File: config.mk
export PLATFORM = sky130hd
export DESIGN_NAME = analog_to_quadrature_emulator_core
export DESIGN_NICKNAME = d
export VERILOG_FILES = /design/src/rtl/atqe_pkg.sv /design/src/rtl/atqe_axis.sv /design/src/rtl/analog_to_quadrature_emulator_core.sv
export VERILOG_INCLUDE_DIRS = /design/src /design/src/rtl
export SDC_FILE = /design/constraint.sdc
export NUM_CORES = 1
export LEC_CHECK = 0
export ABC_AREA = 1
export BUFFER_PORTS_ARGS = -buffer_cell sky130_fd_sc_hd__buf_2
export CAP_MARGIN = 10
export CORE_MARGIN = 10
export CORE_UTILIZATION = 30
export CTS_CLUSTER_DIAMETER = 100
export CTS_CLUSTER_SIZE = 12
export DETAILED_ROUTE_END_ITERATION = 10
export PLACE_DENSITY = 0.51
export SYNTH_ARGS = -nofsm -noshare
export SYNTH_HDL_FRONTEND = slang
export SYNTH_SLANG_ARGS = --single-unit
File: constraint.sdc
create_clock -name i_clk -period 5.1 [get_ports i_clk]
set_clock_uncertainty 0.15 [all_clocks]
set_input_delay 0.765 -clock i_clk [delete_from_list [all_inputs] [get_ports i_clk]]
set_output_delay 0.765 -clock i_clk [all_outputs]
set_load 0.02 [all_outputs]
File: src/rtl/assert_macros.svh
// Assertion macros for the quadrature emulator RTL.
// Used by the top level; expands to nothing when SYNTHESIS is defined.
`ifndef ASSERT_MACROS_SVH
`define ASSERT_MACROS_SVH
`ifndef SYNTHESIS
// Property checked on every clock edge outside reset.
`define ATQE_ASSERT(lbl, clk, rst_n, prop) \
    lbl: assert property (@(posedge clk) disable iff (!rst_n) (prop)) \
        else $error("atqe assertion failed");
// Condition in one cycle implies a consequence in the next.
`define ATQE_ASSERT_NEXT(lbl, clk, rst_n, ante, cons) \
    lbl: assert property (@(posedge clk) disable iff (!rst_n) (ante) |=> (cons)) \
        else $error("atqe assertion failed");
`else
`define ATQE_ASSERT(lbl, clk, rst_n, prop)
`define ATQE_ASSERT_NEXT(lbl, clk, rst_n, ante, cons)
`endif
`endif

File: src/rtl/atqe_pkg.sv
// Shared types, constants and helpers of the quadrature emulator.
// No dependencies.
package atqe_pkg;

    localparam int POS_W    = 12;
    localparam int STEP_W   = 8;
    localparam int SAMPLE_W = 10;

    localparam logic [STEP_W-1:0] STEP_RESET  = 8'd4;
    localparam logic [1:0]        LINES_RESET = 2'b11;

    typedef enum logic [1:0] {
        CMD_TICK   = 2'd0,
        CMD_SAMPLE = 2'd1,
        CMD_CAL    = 2'd2
    } t_cmd;

    typedef struct packed {
        logic [1:0]              phase;
        logic signed [POS_W-1:0] position;
        logic signed [POS_W-1:0] offset;
        logic [1:0]              lines;   // bit 0 line A, bit 1 line B
    } t_axis_state;

    // Gray order forward: 00, 01, 11, 10.
    function automatic logic [1:0] fwd_phase(input logic [1:0] p);
        case (p)
            2'b00:   return 2'b01;
            2'b01:   return 2'b11;
            2'b11:   return 2'b10;
            default: return 2'b00;
        endcase
    endfunction

    function automatic logic [1:0] back_phase(input logic [1:0] p);
        case (p)
            2'b00:   return 2'b10;
            2'b10:   return 2'b11;
            2'b11:   return 2'b01;
            default: return 2'b00;
        endcase
    endfunction

    // Clamp a 13-bit signed value into the 12-bit signed range.
    function automatic logic signed [POS_W-1:0] sat12(input logic signed [POS_W:0] v);
        logic signed [POS_W-1:0] r;
        if (v[POS_W] != v[POS_W-1]) begin
            r = v[POS_W] ? {1'b1, {(POS_W-1){1'b0}}} : {1'b0, {(POS_W-1){1'b1}}};
        end else begin
            r = v[POS_W-1:0];
        end
        return r;
    endfunction

endpackage

File: src/rtl/atqe_axis.sv
// One axis of the quadrature emulator: phase, tracked position, latched
// difference and line levels. Depends on atqe_pkg.
module atqe_axis (
    input  logic                          i_clk,
    input  logic                          i_rst_n,
    input  logic                          i_en,
    input  logic [1:0]                    i_cmd,
    input  logic                          i_sel,
    input  logic [atqe_pkg::SAMPLE_W-1:0] i_sample,
    input  logic [atqe_pkg::STEP_W-1:0]   i_step,
    output atqe_pkg::t_axis_state         o_state
);
    import atqe_pkg::*;

    t_axis_state r_state;
    t_axis_state n_state;

    logic signed [POS_W:0]   sample_ext;
    logic signed [POS_W:0]   pos_ext;
    logic signed [POS_W:0]   off_ext;
    logic signed [POS_W:0]   step_ext;
    logic signed [POS_W:0]   diff;
    logic signed [POS_W:0]   pos_up;
    logic signed [POS_W:0]   pos_dn;
    logic [1:0]              ph_fwd;
    logic [1:0]              ph_back;
    logic                    go_fwd;
    logic                    go_back;

    always_comb begin
        sample_ext = $signed({{(POS_W+1-SAMPLE_W){1'b0}}, i_sample});
        pos_ext    = $signed({r_state.position[POS_W-1], r_state.position});
        off_ext    = $signed({r_state.offset[POS_W-1], r_state.offset});
        step_ext   = $signed({{(POS_W+1-STEP_W){1'b0}}, i_step});
        diff       = sample_ext - pos_ext;
        pos_up     = pos_ext + step_ext;
        pos_dn     = pos_ext - step_ext;
        ph_fwd     = fwd_phase(r_state.phase);
        ph_back    = back_phase(r_state.phase);
        go_fwd     = off_ext > step_ext;
        go_back    = off_ext < -step_ext;

        n_state = r_state;
        case (i_cmd)
            CMD_TICK: begin
                if (go_fwd) begin
                    n_state.phase = ph_fwd;
                    n_state.lines = ph_fwd;
                    if (ph_fwd == 2'b00) n_state.position = sat12(pos_up);
                end else if (go_back) begin
                    n_state.phase = ph_back;
                    n_state.lines = ph_back;
                    if (ph_back == 2'b00) n_state.position = sat12(pos_dn);
                end
            end
            CMD_SAMPLE: begin
                if (i_sel) n_state.offset = sat12(diff);
            end
            CMD_CAL: begin
                if (i_sel) n_state.position = sample_ext[POS_W-1:0];
            end
            default: begin
                // unused command: hold
            end
        endcase
    end

    always_ff @(posedge i_clk) begin
        if (!i_rst_n) begin
            r_state.phase    <= '0;
            r_state.position <= '0;
            r_state.offset   <= '0;
            r_state.lines    <= LINES_RESET;
        end else if (i_en) begin
            r_state <= n_state;
        end
    end

    assign o_state = r_state;

endmodule

File: src/rtl/analog_to_quadrature_emulator_core.sv
// Top level of the two-axis quadrature encoder emulator.
// Depends on atqe_pkg, atqe_axis and assert_macros.svh.
//
// Usage:
//   Input channel (i_valid / o_ready) carries one command per transfer:
//   tick (advance each axis whose latched difference is outside the dead
//   band), sample (latch sample minus tracked position for one axis) or
//   calibrate (load the tracked position of one axis).
//   Output channel (o_valid / i_ready) carries one result per command: the
//   four encoder lines and both tracked positions after that command.
//   A command goes through the input register, then the axis state,
//   which doubles as the result register. One command per cycle while the
//   receiver is ready; the state update is a 13-bit subtract, a compare
//   and a two-bit phase step, done in the cycle the input register moves.
//   When the receiver stalls, the result and axis state hold, the input
//   register takes one more command, then o_ready drops until the result
//   is taken.
//   Reset: step size 4, phases 00, positions and differences 0, all four
//   lines high until an axis first moves. Write the step size through
//   i_step_wr_en / i_step_wr_data only while the block is idle.
`include "assert_macros.svh"
module analog_to_quadrature_emulator_core (
    input  logic                          i_clk,
    input  logic                          i_rst_n,
    // configuration
    input  logic                          i_step_wr_en,
    input  logic [atqe_pkg::STEP_W-1:0]   i_step_wr_data,
    // input channel
    input  logic                          i_valid,
    output logic                          o_ready,
    input  logic [1:0]                    i_cmd,
    input  logic                          i_axis_sel,
    input  logic [atqe_pkg::SAMPLE_W-1:0] i_sample_value,
    // output channel
    output logic                          o_valid,
    input  logic                          i_ready,
    output logic                          o_x_chan_a,
    output logic                          o_x_chan_b,
    output logic                          o_y_chan_a,
    output logic                          o_y_chan_b,
    output logic signed [atqe_pkg::POS_W-1:0] o_x_tracked,
    output logic signed [atqe_pkg::POS_W-1:0] o_y_tracked
);
    import atqe_pkg::*;

    logic [STEP_W-1:0]   r_step;
    logic                r_in_valid;
    logic [1:0]          r_cmd;
    logic                r_axis_sel;
    logic [SAMPLE_W-1:0] r_sample;
    logic                r_out_valid;

    logic                adv;
    logic                in_xfer;
    t_axis_state         x_state;
    t_axis_state         y_state;

    // Advance the input register into the axis state when the result
    // slot is free or being drained this cycle.
    assign adv     = r_in_valid && (!r_out_valid || i_ready);
    assign o_ready = !r_in_valid || adv;
    assign in_xfer = i_valid && o_ready;

    always_ff @(posedge i_clk) begin
        if (!i_rst_n) begin
            r_step <= STEP_RESET;
        end else if (i_step_wr_en) begin
            r_step <= i_step_wr_data;
        end
    end

    always_ff @(posedge i_clk) begin
        if (!i_rst_n) begin
            r_in_valid  <= 1'b0;
            r_out_valid <= 1'b0;
        end else begin
            if (in_xfer) begin
                r_in_valid <= 1'b1;
            end else if (adv) begin
                r_in_valid <= 1'b0;
            end
            if (adv) begin
                r_out_valid <= 1'b1;
            end else if (i_ready) begin
                r_out_valid <= 1'b0;
            end
        end
    end

    // Payload of the input register needs no reset.
    always_ff @(posedge i_clk) begin
        if (in_xfer) begin
            r_cmd      <= i_cmd;
            r_axis_sel <= i_axis_sel;
            r_sample   <= i_sample_value;
        end
    end

    atqe_axis u_axis_x (
        .i_clk    (i_clk),
        .i_rst_n  (i_rst_n),
        .i_en     (adv),
        .i_cmd    (r_cmd),
        .i_sel    (!r_axis_sel),
        .i_sample (r_sample),
        .i_step   (r_step),
        .o_state  (x_state)
    );

    atqe_axis u_axis_y (
        .i_clk    (i_clk),
        .i_rst_n  (i_rst_n),
        .i_en     (adv),
        .i_cmd    (r_cmd),
        .i_sel    (r_axis_sel),
        .i_sample (r_sample),
        .i_step   (r_step),
        .o_state  (y_state)
    );

    // Axis state only changes on advance, so it serves as the result register.
    assign o_valid     = r_out_valid;
    assign o_x_chan_a  = x_state.lines[0];
    assign o_x_chan_b  = x_state.lines[1];
    assign o_y_chan_a  = y_state.lines[0];
    assign o_y_chan_b  = y_state.lines[1];
    assign o_x_tracked = x_state.position;
    assign o_y_tracked = y_state.position;

    // Tracked position holds whenever no command advances.
    `ATQE_ASSERT_NEXT(a_x_pos_hold, i_clk, i_rst_n, !adv, $stable(o_x_tracked))
    // Y encoder lines change by at most one bit per cycle (Gray stepping).
    `ATQE_ASSERT(a_y_gray, i_clk, i_rst_n, 1'b1 |=> ($countones({o_y_chan_b, o_y_chan_a} ^ $past({o_y_chan_b, o_y_chan_a})) <= 1))
    // Calibrate of x loads the sample as the tracked position.
    `ATQE_ASSERT_NEXT(a_x_cal, i_clk, i_rst_n, adv && (r_cmd == CMD_CAL) && !r_axis_sel, o_x_tracked == $signed({2'b00, $past(r_sample)}))

endmodule
# Word-level counts from Yosys, hierarchy flattened
# Cells that the tools add are included.
# word_totals
reg_bits	79
input_bits	26
out_inout_bits	30
# classes
n_addsub	7
n_lt_le_gt_ge	4
n_eq_ne	22
mux	36
n_bitwise	1
n_reduce_logical	24
# op_table
cell	n
two-way mux 12 bit	18
two-way mux 14 bit	4
case mux 12 bit (2 select lines)	2
adder 12 x 9 -> 13 bit	2
less-than comparator 12 x 13 -> 1 bit	2
subtractor 11 x 12 -> 13 bit	2
subtractor 12 x 9 -> 13 bit	2
> comparator 12 x 9 -> 1 bit	2
case mux 2 bit (3 select lines)	4
zero test 2 bit	7
negator 8 -> 13 bit	1
inequality test 3 x 1 -> 1 bit, second input constant	4
AND reduction 3 bit	4
AND reduction 6 bit	2
equality test 2 bit, second input constant	5
nonzero test 2 bit	5
two-way mux 2 bit	4
equality test 2 x 1 -> 1 bit, second input constant	3
inequality test 1 bit	6
inequality test 3 bit, second input constant	2
two-way mux 1 bit	4
inequality test 2 bit, second input constant	2
logical AND 1 bit	2
zero test 1 bit	2
2 further kinds	3

# Logic depth before layout (Yosys ltp)
# Gate-level depths: netlist of the first run.
# logic_depth
word_depth	7
depth_mapped	23
mapped_depth_nobuf	22

# Modules after synthesis
# A second synthesis of the first run with hierarchy kept.
# unflattened
hier_cells	1464
area_unflattened_um2	8901.0
# modules_own_cells
module	instances	cells_per_inst	area_per_inst_um2	seq_area_each_um2
atqe_axis (u_axis_x)	1	698	4082.7	560.5
atqe_axis (u_axis_y)	1	706	4073.9	560.5
analog_to_quadrature_emulator_core	1	60	744.5	590.6

# Worst setup path before layout of the first run
# Ideal clock, no wire load.
# synth_timing
path_kind	register -> register
startpoint	reg r_step[1]
endpoint	reg u_axis_y.r_state, in the netlist u_axis_y.o_state[19]
arrival_time_ns	2.682
path_slack_ns	2.156
path_stages_with_launch	22
path_buffers	1
cell_sequence	dfxtp_1 clkinv_2 ha_1 nand4_2 nor2_1 ha_1 nand2_1 inv_1 nand3_1 nor2_1 nand4_1 nor2_1 nor2_1 nand3_1 nand3_2 nand2_2 nand2_4 nand2_8 buf_12 nand2_4 nand2_2 nor2_2
# synth_between
elab_chain_cells	7
word_cells_on_any_way	20
classes_between	3 x add/sub; 2 x order compare; 5 x eq/ne; 9 x mux; 1 x reduce/logical
# synth_lines
item	line	text
start, declared	analog_to_quadrature_emulator_core.sv:46	logic [STEP_W-1:0] r_step;
start signal, assigned	analog_to_quadrature_emulator_core.sv:68	r_step <= i_step_wr_data;
branches (longest 7 deep; another with negator 8 -> 13 bit)	n/a	
end signal, assigned	atqe_axis.sv:75	r_state <= n_state;
end, declared	atqe_axis.sv:15	t_axis_state r_state;
# Several ways; the timed one is not identified. The select of a mux whose other input is x is not followed.
# A chain may end at the register's enable or synchronous reset.

# Final worst setup path of the first run
# layout_timing
startpoint	reg r_step[1]
endpoint	reg u_axis_x.r_state, in the netlist u_axis_x.o_state[25]
# layout_between
elab_chain_cells	7
word_cells_on_any_way	20
classes_between	3 x add/sub; 2 x order compare; 5 x eq/ne; 9 x mux; 1 x reduce/logical
# layout_lines
item	line
branches (longest 7 deep; another with negator 8 -> 13 bit)	n/a
end signal, assigned	atqe_axis.sv:75
end, declared	atqe_axis.sv:15
# Several ways; the timed one is not identified. The select of a mux whose other input is x is not followed.

==> results.tsv, run 1 <==
stage	metric	value	unit
timing	worstMarginPinSlew	0.897	ns
clocking	clock_latency	0.36	ns
synthesis	avgSynthCellArea	6.62	um2
cells_and_area	drive_gt1_frac	0.115	
critical_path	setup.worst_path.end_class	flip-flop	
synthesis	yosys.cell_types.count	50	
critical_path	crit_top_cell	nand2_1	
critical_path	worst_ep_arrival_time	3.87	ns
route	postRouteAntennaNets	0	
critical_path	path_cells	clkinv_2 -> ha_1 -> nand2_1 -> xor2_1 -> ha_1 -> nand2_1 -> inv_1 -> o21ai_0 -> nand3_1 -> nand4_1 -> nor2_1 -> nor2_1 -> nand2_1 -> nand2_1 -> nand3_2 -> nand2_1 -> nand2_2 -> nand2_2 -> nand2_1 -> nand2_1 -> nor2_1	
cells_and_area	layout.cells.non_filler	1554	
route	drt_iter0_markers	501	
cells_and_area	nets	1335	
route	wire_per_inst	16.9	um
route	drcViolationCount	0	
timing	rsz0062_at_grt	false	
route	vias_per_cell	4.96	
cells_and_area	antenna_cells	0	
timing	timing.final.crit_share	0.739	
timing	fmax	265	MHz
timing	finalHoldWorstSlack	0.314	ns
status	status	complete, no violations	
clocking	cts_resized	0	
cells_and_area	area_growth	8.63	%
clocking	cts_tree	done	
critical_path	crit_start	r_step[1]	
global_route	grt_pass1_wl	41400	um
synthesis	seq_area_frac_synth	0.216	
cells_and_area	layout.area.seq	1710	um2
synthesis	synth_warnings	0	
cells_and_area	finalInstanceArea	8600	um2
clocking	cts_sinks	79	
synthesis	synth_nets	1317	
clocking	postCtsHoldBufs	0	
route	routed_wl	26300	um
critical_path	critPathKind	reg2reg	
critical_path	r2r_slack	1.33	ns
run	drv_cap	0	
clocking	cts_root_buf	clkbuf_16	
cells_and_area	fillers	2866	
pwr	power_density	250	nW/um2
global_route	grt_max_degree	50	
floorplan	die-width	182	um
synthesis	synthCells	1196	
route	num_vias	7713	
critical_path	r2r-start	r_step[1]	
placed_design	dpl.hpwl	21000	um
placed_design	io_buffer_count	55	
global_route	antenna_found_initial	0	
placed_design	gp_congestion	0.907	
timing	report.final.slew_viol_count	0	
timing	period_needed	3.77	ns
global_route	grt-ovfl-total	0	
floorplan	die_h	182	um
floorplan	core	26000	um2
critical_path	crit_path_top_delay_cell	dfxtp_1	
clocking	max-clock-path-buffers	2	
placed_design	dpl_cell_area	8310	um2
pwr	p_leak	0.00444	uW
synthesis	synth_top_area_frac	0.167	
placed_design	dp_cells	1538	
hold_path	hp-class	reg2reg	
critical_path	path_buf_inv	2	
global_route	grt_pass1_vias	7358	
critical_path	critPathCapture	u_axis_x.o_state[25]	
clocking	path_clk_slew	0.06	ns
critical_path	reg2reg_depth	21	
floorplan	rows	59	
synthesis	synth_area_leaders	dfxtp_1, ha_1, nand2_1, a21oi_1, inv_1	
synthesis	synth_top_area_cell	dfxtp_1	
critical_path	startpoint_type	flip-flop	
critical_path	crit_fanout	22	
floorplan	start_util	0.305	
critical_path	r2r_end	u_axis_x.o_state[25]	
critical_path	max_stage_delay	0.55	ns
global_route	grtUsageTotal	0.156	
route	dr.pass1.iters	5	
clocking	htreeDepth	3	
timing	relSlewSlack	0.400	
floorplan	dieArea	33300	um2
clocking	cts_made_buffers	9	
clocking	post_cts_buffers	0	
critical_path	cp_top_family	simple AND/OR/NAND/NOR gates	
synthesis	ys_ff_latch	79	
pwr	peakVddDrop	0.132	mV
cells_and_area	multi_input_area	5260	um2
timing	hold_viol_final	0	
critical_path	cp_num_cells	21	
timing	setup_tns	0	ns
critical_path	required	5.19	ns
synthesis	netlist_area	7920	um2
timing	setup_viol	0	
floorplan	io_pins	56	
## layout make-up
class,count,area share
inverter,153,0.0669
tap,335,0.0487
multi-input combinational,907,0.611
clock buffer,10,0.0266
sequential,79,0.199
clock inverter,6,0.00785
timing repair buffer,64,0.0399
## layout by cell type, fill, tap and decap left out, drive strengths merged, types with 6 or more instances in the layout
cell      n
fa        6
o211ai   10
clkbuf   10
nor2    141
nand3b    6
o21ai    87
buf      64
a21oi   118
inv     152
edfxtp   13
dfxtp    66
ha       89
nand2   280
xor2     41
nand4    16
nor3     16
nand3    66
## kinds of logic after synthesis
kind of cell	count (synthesis)	share of synthesized area
and+or+nand+nor	530	0.292
buffers and inverters	210	0.121
adders and majority gates	95	0.156
DFF	79	0.216
AOI/OAI and AO/OA	237	0.165
xor gates and xnor gates	45	0.0498
## worst min-delay path by stage
stage | from | end | slack, ns | cells past startpoint
after floorplan | u_axis_x.o_state[26] | u_axis_x.o_state[26] | 0.30 | 2
after global placement | u_axis_x.o_state[1] | u_axis_x.o_state[1] | 0.29 | 2
after detailed placement | u_axis_x.o_state[1] | u_axis_x.o_state[1] | 0.30 | 2
after CTS | u_axis_x.o_state[1] | u_axis_x.o_state[1] | 0.31 | 2
after global routing | u_axis_x.o_state[1] | u_axis_x.o_state[1] | 0.34 | 2
final | u_axis_y.o_state[0] | u_axis_y.o_state[0] | 0.31 | 2
## where the power goes
part           total, uW  internal [uW]  switching [uW]
Combinational        772            261             511
Sequential           703            660            42.6
Clock                677            382             294
## worst min-delay path: stages (launching register included)
cell     delay, ns
dfxtp_1       0.33
a21oi_1       0.06
nand2_1       0.05
## stage by stage
| stage | power, uW | worst slack, ns | utilization |
|---|---|---|---|
| finish | 2150 | 1.33 | 0.331 |
| global route | 2300 | 0.937 | 0.331 |
| CTS | 2170 | 1.37 | 0.331 |
| detailed placement | 1480 | 1.39 | 0.320 |
| global placement | 1480 | 1.38 | 0.320 |
| floorplan | 1310 | 2.16 | - |
## routing by layer
layer  up-vias  global-route usage  routed length, um
met2       193               0.251              11800
met3        31              0.0220               1180
met5         -                   0                  0
met4         0              0.0374                435
met1      3562               0.215              12900
li1       3927                   -                  -
## sequential cells by signal, summed over array words and instances, names as in the netlist
register and count:
o_valid 1, r_axis_sel 1, r_cmd 2, r_in_valid 1
r_sample 10, r_step 8, u_axis_x.o_state 28, u_axis_y.o_state 28
## synth_stat cells, drive strengths merged
master and instances:
nand2 280, inv 150, nor2 141, a21oi 118, ha 89, o21ai 87, dfxtp 66, nand3 66
buf 46, xor2 41, nand4 16, nor3 16, edfxtp 13, clkbuf 11, o211ai 10, fa 6
nand3b 6, a31oi 4, o21a 4, o21bai 4, xnor2 4, a21o 3, clkinv 3, nor4 3
o31ai 3, a211oi 1, a31o 1, and2 1, o221a 1, o31a 1, or2 1
(Power assumes the default switching activity.)
==> inputs of run 2 (changes only) <==
clock period = 3.5 ns   (was 5.1 ns; I/O delays follow)
==> results.tsv, run 2 (synthesized netlist as in run 1, its figures left out) <==
stage	metric	value	unit	change
cells_and_area	antenna_cells	0		unchanged
critical_path	startpoint_type	flip-flop		
critical_path	r2r_slack	0.39	ns	-0.93 ns
global_route	grt_max_degree	49		-2.0%
global_route	grt_pass1_vias	7418		+0.82%
timing	finalHoldWorstSlack	0.187	ns	-0.128 ns
timing	worstMarginPinSlew	0.753	ns	-0.144 ns
critical_path	required	3.60	ns	-1.59 ns
timing	report.final.slew_viol_count	0		unchanged
cells_and_area	final_cell_mix	nand2_1, inv_1, nor2_1		
timing	hold_viol_final	0		unchanged
placed_design	dpl.hpwl	21300	um	+1.4%
critical_path	worst_ep_arrival_time	3.21	ns	-0.66 ns
timing	timing.final.crit_share	0.887		+0.148
run	drv_cap	0		unchanged
critical_path	crit_path_top_delay_cell	dfxtp_2		
global_route	antenna_found_initial	0		unchanged
cells_and_area	post-route-util	0.342		+0.0108
pwr	power	3230	uW	+50%
cells_and_area	final_common_cell	nand2_1		
floorplan	start_util	0.305		unchanged
clocking	path_clk_slew	0.07	ns	about the same
global_route	grt-ovfl-total	0		unchanged
floorplan	die-width	182	um	unchanged
critical_path	max_stage_delay	0.51	ns	-0.04 ns
critical_path	cp_top_family	simple AND/OR/NAND/NOR gates		
route	drcViolationCount	0		unchanged
critical_path	path_cells	clkinvlp_4 -> buf_4 -> ha_1 -> nand2_1 -> o21ai_0 -> nor2_1 -> a21o_1 -> nor2_2 -> inv_2 -> nor2_1 -> nor2_1 -> nand2_2 -> nand2_4 -> nand2_8 -> nand2_1 -> nand2_1 -> nor2_1		
timing	fmax	322	MHz	+21%
timing	period_needed	3.11	ns	-0.665 ns
timing	setup_tns	0	ns	unchanged
pwr	power_density	364	nW/um2	+45%
critical_path	crit_fanout	18		-18%
critical_path	critPathKind	reg2reg		
pwr	p_leak	0.00461	uW	+3.8%
critical_path	crit_top_cell	nor2_1		
timing	rsz0062_at_grt	false		
route	postRouteAntennaNets	0		unchanged
placed_design	io_buffer_count	55		unchanged
timing	setup_viol	0		unchanged
clocking	cts_sinks	79		unchanged
global_route	grt_pass1_wl	42200	um	+2.0%
cells_and_area	area_growth	12.2	%	
route	routed_wl	26800	um	+1.8%
floorplan	io_pins	56		unchanged
cells_and_area	fillers	2849		-0.59%
clocking	clock_latency	0.36	ns	about the same
timing	relSlewSlack	0.497		+0.0974
route	drt_iter0_markers	539		+7.6%
placed_design	gp_congestion	0.931		+2.6%
floorplan	dieArea	33300	um2	unchanged
hold_path	hp-class	in2reg		
placed_design	preCtsSetupSlack	0.0690	ns	-1.33 ns
route	dr.pass1.iters	5		unchanged
clocking	htreeDepth	3		unchanged
cells_and_area	drive_gt1_frac	0.141		+0.0264
route	vias_per_cell	4.91		-1.0%
pwr	peakVddDrop	0.177	mV	+34%
critical_path	setup.worst_path.end_class	flip-flop		
clocking	max-clock-path-buffers	2		unchanged
status	status	complete, no violations		
clocking	cts_made_buffers	9		unchanged
floorplan	die_h	182	um	unchanged
floorplan	core	26000	um2	unchanged
global_route	grtUsageTotal	0.160		+0.00394
clocking	cts_tree	done		
floorplan	rows	59		unchanged
timing	layout_setup_ws	0.394	ns	-0.935 ns
clocking	cts_root_buf	clkbuf_16		
route	wire_per_inst	16.9	um	-0.42%
route	num_vias	7802		+1.2%
cells_and_area	nets	1369		+2.5%
critical_path	path_buf_inv	3		+1
run 2: cell types whose count changed in the layout (fill, tap and decap cells not counted):
cell	delta
dfxtp_2	+1
buf_12	+1
dfxtp_1	-1
buf_4	+33
clkbuf_1	-1
clkinvlp_4	+1
inv_8	+1
inv_1	-1
run 2: worst paths after layout:
kind | startpoint | end | cells after the start
worst max-delay path | r_step[7] | u_axis_y.o_state[17] | 17
worst min-delay path | i_sample_value[8] | r_sample[8] | 1
worst max register to register | r_step[7] | u_axis_y.o_state[17] | 17
worst min register to register | u_axis_x.o_state[0] | u_axis_x.o_state[0] | 2
run 2: stage by stage:
step	cell area, um2	instances
final	8880	1588
after global routing	8880	1588
after CTS	8850	1585
after detailed placement	8550	1569
after global placement	8550	1569
after floorplan	7920	1196
run 2: repair_timing:
action | 4_1_cts | 5_1_grt
buffers inserted | 0 | 3
gates resized for setup | 0 | 2
hold buffers | 0 | 0
setup endpoints to repair | 0 | 23
run 2: report_power, final:
group	switching (uW)	total, uW	internal [uW]	leakage, uW
sequential	56.1	1020	962	0.000664
clock	447	1010	562	0.000144
combinational	774	1200	431	0.00380
total	1280	3230	1960	0.00461
run 2: layout make-up:
type / instances / area, um2 / area share
clock buffers: 9 / 225 / 0.0254
repair buffers: 98 / 611 / 0.0687
flip-flops and latches: 79 / 1710 / 0.193
multi-input cells: 907 / 5260 / 0.592
clock inverters: 7 / 78.8 / 0.00887
inverters: 153 / 579 / 0.0652
well taps: 335 / 419 / 0.0472
run 2: metal layers:
| layer | vias up | global-route usage | wire [um] |
|---|---|---|---|
| li1 | 4016 | - | - |
| met1 | 3587 | 0.218 | 13200 |
| met2 | 170 | 0.254 | 11900 |
| met3 | 29 | 0.0233 | 1150 |
| met4 | 0 | 0.0501 | 569 |
| met5 | - | 0 | 0 |
==> inputs of run 3 (changes only) <==
clock period = 3.4 ns   (was 3.5 ns; I/O delays follow)
==> results.tsv, run 3 (synthesized netlist as in run 1, its figures left out) <==
stage	metric	value	unit	change
floorplan	rows	59		unchanged
critical_path	reg2reg_depth	21		+4
pwr	p_leak	0.00480	uW	+4.1%
placed_design	gp_congestion	0.935		+0.42%
timing	timing.final.crit_share	0.918		+0.0305
placed_design	dpl_cell_area	8860	um2	+3.7%
global_route	grt_pass1_vias	7737		+4.3%
route	num_vias	7847		+0.58%
timing	hold_viol_final	0		unchanged
clocking	max-clock-path-buffers	2		unchanged
placed_design	io_buffer_count	55		unchanged
clocking	clock_latency	0.35	ns	about the same
route	routed_wl	27000	um	+0.82%
floorplan	dieArea	33300	um2	unchanged
critical_path	setup.worst_path.end_class	flip-flop		
clocking	cts_root_buf	clkbuf_16		
timing	fmax	320	MHz	-0.48%
hold_path	hp-class	in2reg		
floorplan	core	26000	um2	unchanged
critical_path	critPathKind	reg2reg		
clocking	path_clk_slew	0.07	ns	about the same
route	dr.pass1.iters	7		+2
floorplan	die-width	182	um	unchanged
timing	rsz0062_at_grt	false		
pwr	power	3440	uW	+6.5%
placed_design	dpl.hpwl	22400	um	+4.8%
pwr	power_density	375	nW/um2	+2.9%
pwr	peakVddDrop	0.224	mV	+26%
clocking	post_cts_buffers	0		unchanged
timing	setup_tns	0	ns	unchanged
cells_and_area	finalInstanceArea	9190	um2	+3.5%
floorplan	die_h	182	um	unchanged
route	postRouteAntennaNets	0		unchanged
global_route	antenna_found_initial	0		unchanged
cells_and_area	antenna_cells	0		unchanged
placed_design	preCtsSetupSlack	0.174	ns	+0.105 ns
hold_path	hp-start	i_cmd[1]		
timing	worstMarginPinSlew	0.746	ns	-0.00772 ns
critical_path	r2r_slack	0.28	ns	-0.11 ns
critical_path	required	3.50	ns	-0.10 ns
critical_path	r2r-start	r_step[3]		
timing	relSlewSlack	0.499		+0.00187
critical_path	startpoint_type	flip-flop		
global_route	grt_pass1_wl	43200	um	+2.2%
global_route	grt_max_degree	49		unchanged
timing	report.final.slew_viol_count	0		unchanged
clocking	cts_made_buffers	9		unchanged
route	drcViolationCount	0		unchanged
hold_path	hold_depth	1		unchanged
hold_path	min_delay_worst_endpoint	r_cmd[1]		
global_route	grtUsageTotal	0.163		+0.00278
route	vias_per_cell	4.84		-1.4%
critical_path	r2r_end	u_axis_y.o_state[15]		
route	wire_per_inst	16.7	um	-1.2%
clocking	cts_sinks	79		unchanged
cells_and_area	nets	1401		+2.3%
status	status	complete, no violations		
critical_path	crit_fanout	18		unchanged
global_route	grt-ovfl-total	0		unchanged
clocking	htreeDepth	3		unchanged
cells_and_area	area_growth	16.1	%	
cells_and_area	final_common_cell	nand2_1		
timing	layout_setup_ws	0.279	ns	-0.115 ns
floorplan	start_util	0.305		unchanged
clocking	cts_tree	done		
run	drv_cap	0		unchanged
route	drt_iter0_markers	573		+6.3%
floorplan	io_pins	56		unchanged
cells_and_area	final_cell_mix	nand2_1, inv_1, nor2_1		
timing	setup_viol	0		unchanged
critical_path	worst_ep_arrival_time	3.22	ns	about the same
cells_and_area	drive_gt1_frac	0.163		+0.0214
timing	period_needed	3.12	ns	+0.0150 ns
cells_and_area	post-route-util	0.354		+0.0119
## run 3: critical path, cell delays in order, from the launching register on
cell     delay, ns
dfxtp_1       0.37
buf_4         0.20
nor2_2        0.22
nand2_1       0.10
xor2_1        0.23
ha_1          0.29
nand2_1       0.08
inv_1         0.05
o21ai_0       0.07
nand3_1       0.14
nand4_1       0.12
nor2_1        0.05
nor2_1        0.12
nand2_1       0.07
nand2_1       0.07
nand3_2       0.11
nand2_2       0.11
nand2_4       0.10
nand2_8       0.17
nand2_1       0.07
nand2_1       0.07
nor2_1        0.05
## run 3: worst max-delay path by stage
| stage | startpoint | end | slack, ns | cells past startpoint |
|---|---|---|---|---|
| 2_1_floorplan | r_step[1] | u_axis_y.o_state[19] | 0.46 | 21 |
| 3_5_place_dp | r_step[1] | u_axis_y.o_state[15] | 0.17 | 21 |
| 4_1_cts | r_step[1] | u_axis_y.o_state[15] | 0.16 | 21 |
| 6_report | r_step[3] | u_axis_y.o_state[15] | 0.28 | 21 |
| 3_3_place_gp | r_step[1] | u_axis_y.o_state[15] | 0.18 | 21 |
| 5_1_grt | r_step[3] | u_axis_y.o_state[15] | 0.001 | 20 |
## run 3: layout make-up
type	instances	area (um2)
Tap cell	335	419
Clock buffer	9	225
Sequential cell	79	1710
Multi-Input combinational cell	907	5260
Clock inverter	7	96.3
Timing Repair Buffer	130	901
Inverter	153	577
Fill cell	2875	16800
## run 3: power breakdown
part / total [uW] / switching (uW) / leakage, uW / internal (uW)
Combinational: 1320 / 822 / 0.00399 / 499
Clock: 1080 / 431 / 0.000148 / 645
Sequential: 1050 / 55.4 / 0.000664 / 990
Total: 3440 / 1310 / 0.00480 / 2130
## run 3: per-stage QoR
step	cells	hold WS, ns
2_1_floorplan	1196	0.295
3_3_place_gp	1604	0.289
3_5_place_dp	1604	0.297
4_1_cts	1620	0.162
5_1_grt	1620	0.164
6_report	1620	0.180
## run 3: routing by layer
metal / GRT usage / wire (um) / vias to the layer above
met5: 0 / 0 / -
met4: 0.0410 / 448 / 0
met3: 0.0265 / 1320 / 24
met2: 0.266 / 12400 / 194
met1: 0.217 / 12800 / 3570
li1: - / - / 4059
## run 3: what timing repair did
| action | CTS | global route |
|---|---|---|
| resized for setup | 0 | 3 |
| setup endpoints to repair | 0 | 26 |
| hold buffers | 0 | 0 |
| hold endpoints to repair | 0 | 0 |
